[config.mk]
export PLATFORM = sky130hd
export DESIGN_NAME = npds_ctrl
export DESIGN_NICKNAME = d
export VERILOG_FILES = /design/src/design/npds_pkg.sv /design/src/design/npds_ctrl.sv
export SDC_FILE = /design/constraint.sdc
export NUM_CORES = 1
export LEC_CHECK = 0
export ABC_AREA = 1
export BUFFER_PORTS_ARGS = -buffer_cell sky130_fd_sc_hd__buf_4
export CAP_MARGIN = 20
export CORE_AREA = 2 2 39 41
export CTS_BUF_LIST = sky130_fd_sc_hd__clkbuf_4
export CTS_CLUSTER_SIZE = 40
export DETAILED_ROUTE_END_ITERATION = 10
export DIE_AREA = 0 0 41 43
export PLACE_DENSITY = 0.49
export SKIP_LAST_GASP = 1
export SLEW_MARGIN = 15
export SYNTH_ARGS = -nofsm -noshare
export SYNTH_HDL_FRONTEND = slang
export SYNTH_SLANG_ARGS = --single-unit
[constraint.sdc]
create_clock -name i_clk -period 1.17 [get_ports i_clk]
set_clock_uncertainty 0.1 [all_clocks]
set_input_delay 0.0585 -clock i_clk [delete_from_list [all_inputs] [get_ports i_clk]]
set_output_delay 0.0585 -clock i_clk [all_outputs]
set_load 0.05 [all_outputs]
[src/design/npds_pkg.sv]
`default_nettype none

package npds_pkg;

    localparam int MAX_POINTS = 65536;
    localparam int ADDR_W     = (MAX_POINTS > 1) ? $clog2(MAX_POINTS) : 1;
    localparam int CNT_W      = $clog2(MAX_POINTS + 1);

    localparam int COORD_W  = 24;
    localparam int DIFF_W   = COORD_W + 1;
    localparam int SQ_W     = 2 * COORD_W;
    localparam int SUM_W    = SQ_W + 2;
    localparam int RADIUS_W = 24;
    localparam int EXIT_W   = 48;
    localparam int CFG_W    = 48;
    localparam int CFG_IDX_W = 1;

    localparam int SQRT_STEPS = SQ_W / 2;
    localparam int SQRT_CNT_W = $clog2(SQRT_STEPS);
    localparam int REM_W      = SQRT_STEPS + 2;

    localparam logic [1:0] OP_CLEAR  = 2'd0;
    localparam logic [1:0] OP_APPEND = 2'd1;
    localparam logic [1:0] OP_QUERY  = 2'd2;

    localparam logic [CFG_IDX_W-1:0] CFG_RADIUS = 1'd0;
    localparam logic [CFG_IDX_W-1:0] CFG_EXIT   = 1'd1;

    typedef struct packed {
        logic [1:0]                operation;
        logic signed [COORD_W-1:0] coord_x;
        logic signed [COORD_W-1:0] coord_y;
        logic signed [COORD_W-1:0] coord_z;
    } t_in_item;

    typedef struct packed {
        logic [RADIUS_W-1:0] distance;
        logic                map_empty;
    } t_out_item;

    typedef struct packed {
        logic signed [COORD_W-1:0] x;
        logic signed [COORD_W-1:0] y;
        logic signed [COORD_W-1:0] z;
    } t_point;

    typedef struct packed {
        logic clear;
        logic append;
        logic capture;
        logic scan_start;
        logic sqrt_start;
        logic out_load;
        logic out_empty;
    } t_cmd;

    typedef struct packed {
        logic count_zero;
        logic scan_done;
        logic sqrt_done;
        logic out_free;
    } t_status;

endpackage

`default_nettype wire

[src/design/npds_ctrl.sv]
`default_nettype none

module npds_ctrl
    import npds_pkg::*;
(
    input  wire logic       i_clk,
    input  wire logic       i_rst_n,
    input  wire logic       i_in_valid,
    input  wire logic [1:0] i_op,
    output logic            o_in_ready,
    input  wire t_status    i_st,
    output t_cmd            o_cmd
);

    localparam logic [1:0] S_IDLE = 2'd0;
    localparam logic [1:0] S_SCAN = 2'd1;
    localparam logic [1:0] S_SQRT = 2'd2;
    localparam logic [1:0] S_OUT  = 2'd3;

    logic [1:0] r_state, n_state;
    logic       r_empty, n_empty;
    logic       accept;

    assign o_in_ready = (r_state == S_IDLE);
    assign accept     = i_in_valid && o_in_ready;

    always_comb begin
        n_state = r_state;
        n_empty = r_empty;
        o_cmd   = '0;
        o_cmd.out_empty = r_empty;
        case (r_state)
            S_IDLE: begin
                if (accept) begin
                    case (i_op)
                        OP_CLEAR:  o_cmd.clear = 1'b1;
                        OP_APPEND: o_cmd.append = 1'b1;
                        OP_QUERY: begin
                            o_cmd.capture = 1'b1;
                            if (i_st.count_zero) begin
                                n_empty = 1'b1;
                                n_state = S_OUT;
                            end else begin
                                n_empty = 1'b0;
                                o_cmd.scan_start = 1'b1;
                                n_state = S_SCAN;
                            end
                        end
                        default: ;
                    endcase
                end
            end
            S_SCAN: begin
                if (i_st.scan_done) begin
                    o_cmd.sqrt_start = 1'b1;
                    n_state = S_SQRT;
                end
            end
            S_SQRT: begin
                if (i_st.sqrt_done) begin
                    n_state = S_OUT;
                end
            end
            S_OUT: begin
                if (i_st.out_free) begin
                    o_cmd.out_load = 1'b1;
                    n_state = S_IDLE;
                end
            end
            default: n_state = S_IDLE;
        endcase
    end

    always_ff @(posedge i_clk) begin
        if (!i_rst_n) begin
            r_state <= S_IDLE;
            r_empty <= 1'b0;
        end else begin
            r_state <= n_state;
            r_empty <= n_empty;
        end
    end

endmodule

`default_nettype wire

==> impl_metrics.env, run 1 <==
export IMPL_cp_start_kind="flop"
export IMPL_portBuffers=16
export IMPL_synthCells=51
export IMPL_viasPerCell=4.12
export IMPL_fin_crit_ns=1.53
export IMPL_arrival_ns=1.38
export IMPL_synthesis_nets=65
export IMPL_crit_fanout=4
export IMPL_critPathBufInv=4
export IMPL_drc=0
export IMPL_path_clk_slew_ns=0.04
export IMPL_ys_ff_latch=3
export IMPL_drt_iter0_markers=0
export IMPL_syn_avg_cell_area_um2=6.28
export IMPL_startpoint="r_state[1]"
export IMPL_vdd_drop_max_mv=1.15
export IMPL_tightest_slew_ns=0.227
export IMPL_start_util=0.231
export IMPL_wl_um=877
export IMPL_finalMaxSlewViolations=0
export IMPL_reg2reg_depth=10
export IMPL_cellPowerDensity_nw_per_um2=2450
export IMPL_r2r_start="r_state[1]"
export IMPL_timing_fmax_mhz=652
export IMPL_final_common_cell="buf_4"
export IMPL_hpwl_um=630
export IMPL_synth_ff_type="dfxtp_1"
export IMPL_rsz0062_at_grt="yes"
export IMPL_die_y_um=43
export IMPL_via_count=412
export IMPL_antenna_found_initial=0
export IMPL_cts_sinks=3
export IMPL_fp_row_count=14
export IMPL_finalHoldViolCount=0
export IMPL_timing_rr_end="r_state[1]"
export IMPL_grt_max_degree=6
export IMPL_grt_usage=0.119
export IMPL_cp_top_family="buffers and inverters"
export IMPL_worstPathCellList="inv_4 -> ha_4 -> clkinvlp_4 -> buf_4 -> nor3_4 -> buf_6"
export IMPL_synth_edf_count=0
export IMPL_worstHoldStart="i_st[3]"
export IMPL_cts_tree="yes"
export IMPL_clock_latency_ns=0.23
export IMPL_cts_buffer_depth=2
export IMPL_worst_path_largest_cell_delay_ns=0.33
export IMPL_worstPathRequired_ns=1.01
export IMPL_cap_violations=0
export IMPL_place_ws_ns=-0.226
export IMPL_nets=99
export IMPL_timing_final_crit_share=1.31
export IMPL_end_kind="output port"
export IMPL_violations="negative setup slack"
export IMPL_numPlacedInstances=91
export IMPL_die_x_um=41
export IMPL_fin_cells=100
export IMPL_grt_overflow_total=0
export IMPL_wire_per_inst_um=8.77
export IMPL_grt_pass1_vias=359
export IMPL_status="complete, but fails checks"
export IMPL_grt_pass1_wl_um=1390
export IMPL_holdWs_ns=0.0483
export IMPL_power_leakage_nw=0.372
export IMPL_place_congestion=0.723
export IMPL_die_area_um2=1760
export IMPL_yosys_warnings=0
export IMPL_hp_class="in -> reg"
export IMPL_synthArstFlopShare=0
export IMPL_h_tree_depth=1
export IMPL_relSlewSlack=0.847
export IMPL_fin_util=0.555
export IMPL_cts_buffers=3
export IMPL_finalWorstSetupSlack_ns=-0.364
export IMPL_cts_root_buf="clkbuf_4"
export IMPL_synth_area_um2=320
export IMPL_syn_to_final_growth_pct=140
export IMPL_crit_slowest_cell="dfxtp_2"
export IMPL_coreArea_um2=1380
export IMPL_reg2reg_setup_slack_ns=-0.27
export IMPL_power_total_w=0.00188
export IMPL_layout_drive_gt1_share=0.714
export IMPL_worstHoldPathCells=3
export IMPL_synth_distinct_cells=15
export IMPL_final_cell_mix="19 x buf_4, 8 x inv_1, 8 x nand2_1, 8 x buf_6, 7 x nand2_2"
export IMPL_io_pins=17
export IMPL_fillers=153
export IMPL_ys_seq_area_frac=0.188
export IMPL_min_to="r_empty"
export IMPL_critical_path_class="reg -> out"
export IMPL_dr_pass1_iters=1
export IMPL_drtAntennaViolNets=0
export IMPL_num_antenna_cells=0
export IMPL_finalSetupViolations=10
export IMPL_multiInputGateArea_um2=329
export IMPL_ff_latch_area_um2=62.6
[report_power, final]
| part | total, W | internal, W | switching [W] | leakage [nW] |
|---|---|---|---|---|
| logic | 0.00150 | 0.000696 | 0.000807 | 0.328 |
| clock network | 0.000200 | 0.000151 | 0.0000496 | 0.0184 |
| registers | 0.000178 | 0.000145 | 0.0000321 | 0.0254 |
| total | 0.00188 | 0.000992 | 0.000889 | 0.372 |
[worst max-delay path by stage]
stage               end  cells past startpoint
2_1_floorplan  o_cmd[5]                      4
3_3_place_gp   o_cmd[5]                      5
3_5_place_dp   o_cmd[5]                      5
4_1_cts        o_cmd[5]                      5
5_1_grt        o_cmd[3]                      6
6_report       o_cmd[3]                      6
[metrics by stage]
step	setup TNS [ns]	cell area, µm²
floorplan	-2.21	383
global placement	-1.12	583
detailed placement	-1.16	583
CTS	-2.57	729
global route	-3.15	768
finish	-2.49	768
[registers in the layout (all words and copies together) (netlist names)]
| register | count |
|---|---|
| r_empty | 1 |
| r_state | 2 |
[area by class of cell]
cell class	instances	area share
Multi-Input combinational cell	35	0.428
Timing Repair Buffer	30	0.355
Sequential cell	3	0.0814
Tap cell	16	0.0261
Clock buffer	4	0.0391
Inverter	12	0.0700
[metal layers]
metal,global-route usage,wire [µm]
met1,0.141,361
met2,0.188,471
met3,0.0471,44
met4,0.0400,0
met5,0,0
[cell usage after synthesis, types with 2 or more instances]
master | number | share of area
nand2_1 | 13 | 0.15
inv_1 | 12 | 0.14
ha_1 | 5 | 0.20
nor2_1 | 4 | 0.047
a21oi_1 | 3 | 0.047
dfxtp_1 | 3 | 0.19
nand2_2 | 2 | 0.039
nor4_1 | 2 | 0.039
[logic make-up after synthesis]
group	share of synthesized area
AND/OR/NAND/NOR	0.363
buffers and inverters	0.164
flip-flops	0.188
adder cells (fa/ha/maj)	0.195
AO/OA/AOI/OAI	0.0898
[worst register-to-register path, stage by stage, from the launching register on]
cell,delay [ns]
dfxtp_2,0.34
inv_4,0.05
buf_4,0.13
buf_6,0.11
ha_4,0.15
nand2_2,0.06
nand2_2,0.06
nor2_4,0.16
nand3_2,0.08
nand2_1,0.06
nor2_1,0.04
[timing repair]
| item | in CTS | in global routing |
|---|---|---|
| hold buffers | 1 | 0 |
| resized for setup | 22 | 10 |
| setup endpoints to repair | 10 | 10 |
| setup buffers | 3 | 3 |
| pin swaps | 10 | 6 |
| hold endpoints to repair | 3 | 0 |
(Power assumes the default switching activity.)
==> inputs of run 2 (changes only) <==
Settings changed: BUFFER_PORTS_ARGS -buffer_cell sky130_fd_sc_hd__buf_4 to not set, DONT_BUFFER_PORTS set to 1, PLACE_DENSITY 0.49 to 0.37.
==> run 2 against run 1 <==
Effect of this change: the run still ends with negative setup slack left; critical endpoint is now o_cmd[5]; via count down 3.6%; worst hold slack better by 0.025 ns; clock power about the same; critical path depth down 1; global-route usage up 0.82 points; largest cell class unchanged; non-clock buffer count down 6; register-to-register slack worse by 0.07 ns; first-iteration DRC count up 2.
==> impl_metrics.env, run 2 (same netlist as run 1, synthesis figures left out) <==
export IMPL_arrival_ns=1.45
export IMPL_io_pins=17
export IMPL_vdd_drop_max_mv=1.22
export IMPL_violations="negative setup slack"
export IMPL_worstHoldPathCells=6
export IMPL_fin_cells=94
export IMPL_reg2reg_depth=11
export IMPL_crit_fanout=5
export IMPL_path_clk_slew_ns=0.04
export IMPL_status="complete, but fails checks"
export IMPL_via_count=397
export IMPL_die_y_um=43
export IMPL_start_util=0.231
export IMPL_grt_usage=0.128
export IMPL_h_tree_depth=1
export IMPL_hp_class="in -> reg"
export IMPL_cellPowerDensity_nw_per_um2=2590
export IMPL_fillers=136
export IMPL_hpwl_um=675
export IMPL_drc=0
export IMPL_finalMaxSlewViolations=0
export IMPL_grt_pass1_vias=385
export IMPL_cp_start_kind="flop"
export IMPL_place_congestion=0.763
export IMPL_antenna_found_initial=0
export IMPL_cts_tree="yes"
export IMPL_grt_max_degree=6
export IMPL_tns_ns=-2.99
export IMPL_wl_um=939
export IMPL_die_area_um2=1760
export IMPL_fp_row_count=14
export IMPL_min_to="r_state[1]"
export IMPL_portBuffers=0
export IMPL_tightest_slew_ns=0.253
export IMPL_place_ws_ns=-0.226
export IMPL_nets=93
export IMPL_grt_pass1_wl_um=1470
export IMPL_cts_root_buf="clkbuf_4"
export IMPL_syn_to_final_growth_pct=139
export IMPL_top_regs="r_state x2, r_empty x1"
export IMPL_reg2reg_setup_slack_ns=-0.34
export IMPL_fin_util=0.553
export IMPL_wire_per_inst_um=9.99
export IMPL_rsz0062_at_grt="yes"
export IMPL_grt_overflow_total=0
export IMPL_regMostFlops="r_state"
export IMPL_num_antenna_cells=0
export IMPL_final_cell_mix="11 x nand2_1, 10 x buf_4, 7 x inv_1"
export IMPL_drt_iter0_markers=2
export IMPL_timing_rr_end="r_state[0]"
export IMPL_power_total_w=0.00199
export IMPL_relSlewSlack=0.830
export IMPL_timing_final_crit_share=1.38
export IMPL_timing_fmax_mhz=622
export IMPL_cts_buffer_depth=2
export IMPL_viasPerCell=4.22
export IMPL_critical_path_class="reg -> out"
export IMPL_finalSetupViolations=10
export IMPL_die_x_um=41
export IMPL_cts_sinks=3
export IMPL_coreArea_um2=1380
export IMPL_clock_latency_ns=0.23
export IMPL_finalHoldViolCount=0
export IMPL_cts_buffers=3
export IMPL_dr_pass1_iters=4
export IMPL_r2r_start="r_state[1]"
export IMPL_fin_crit_ns=1.61
export IMPL_end_kind="output port"
export IMPL_worstPathRequired_ns=1.01
export IMPL_final_common_cell="nand2_1"
export IMPL_layout_drive_gt1_share=0.641
export IMPL_finalWorstSetupSlack_ns=-0.439
export IMPL_largest_register_ffs=2
export IMPL_cap_violations=0
export IMPL_drtAntennaViolNets=0
export IMPL_worstHoldStart="i_st[3]"
export IMPL_numPlacedInstances=83
export IMPL_power_leakage_nw=0.350
==> run 2: final cells by class <==
| type | instances | area [µm²] | share of cell area |
|---|---|---|---|
| clock buffer | 4 | 30.0 | 0.0392 |
| timing repair buffer | 24 | 287 | 0.374 |
| multi-input combinational | 35 | 313 | 0.408 |
| tap | 16 | 20.0 | 0.0261 |
| sequential | 3 | 62.6 | 0.0817 |
| inverter | 12 | 53.8 | 0.0703 |
==> run 2: timing repair <==
action | 4_1_cts | 5_1_grt
hold buffers | 2 | 0
hold endpoints to repair | 3 | 0
pin swaps | 10 | 5
gates cloned | 0 | 0
setup endpoints to repair | 10 | 10
resized for setup | 19 | 5
setup buffers | 4 | 2
==> run 2: how the worst max path moves through the flow <==
stage | start | endpoint | slack (ns)
4_1_cts | r_state[0] | o_cmd[5] | -0.46
6_report | r_state[0] | o_cmd[5] | -0.44
5_1_grt | r_state[1] | o_cmd[5] | -0.51
3_5_place_dp | r_state[1] | o_cmd[5] | -0.23
2_1_floorplan | r_state[1] | o_cmd[5] | -0.58
3_3_place_gp | r_state[0] | o_cmd[5] | -0.21
==> run 2: critical path, cell delays in order (launching register included) <==
cell	delay, ns
dfxtp_2	0.32
inv_4	0.07
ha_4	0.14
clkinvlp_4	0.17
nor4_4	0.34
buf_12	0.17
==> run 2: per-layer routing <==
layer	part of all wire	global-route usage	wire length, µm
met5	0	0	0
met2	0.59	0.200	557
met1	0.38	0.135	357
met3	0.026	0.0314	24
met4	0	0.100	0
==> run 2: through the flow <==
step           hold slack, ns  area [µm²]
4_1_cts                0.0576         748
6_report               0.0737         766
3_3_place_gp           0.0767         598
5_1_grt                 0.121         766
3_5_place_dp           0.0788         598
2_1_floorplan          0.0719         383
==> run 2: power by group <==
group	switching, W	leakage (nW)	internal (W)	total [W]
registers	0.0000308	0.0254	0.000145	0.000176
clock network	0.0000497	0.0184	0.000151	0.000200
logic	0.000823	0.307	0.000787	0.00161
total	0.000904	0.350	0.00108	0.00199
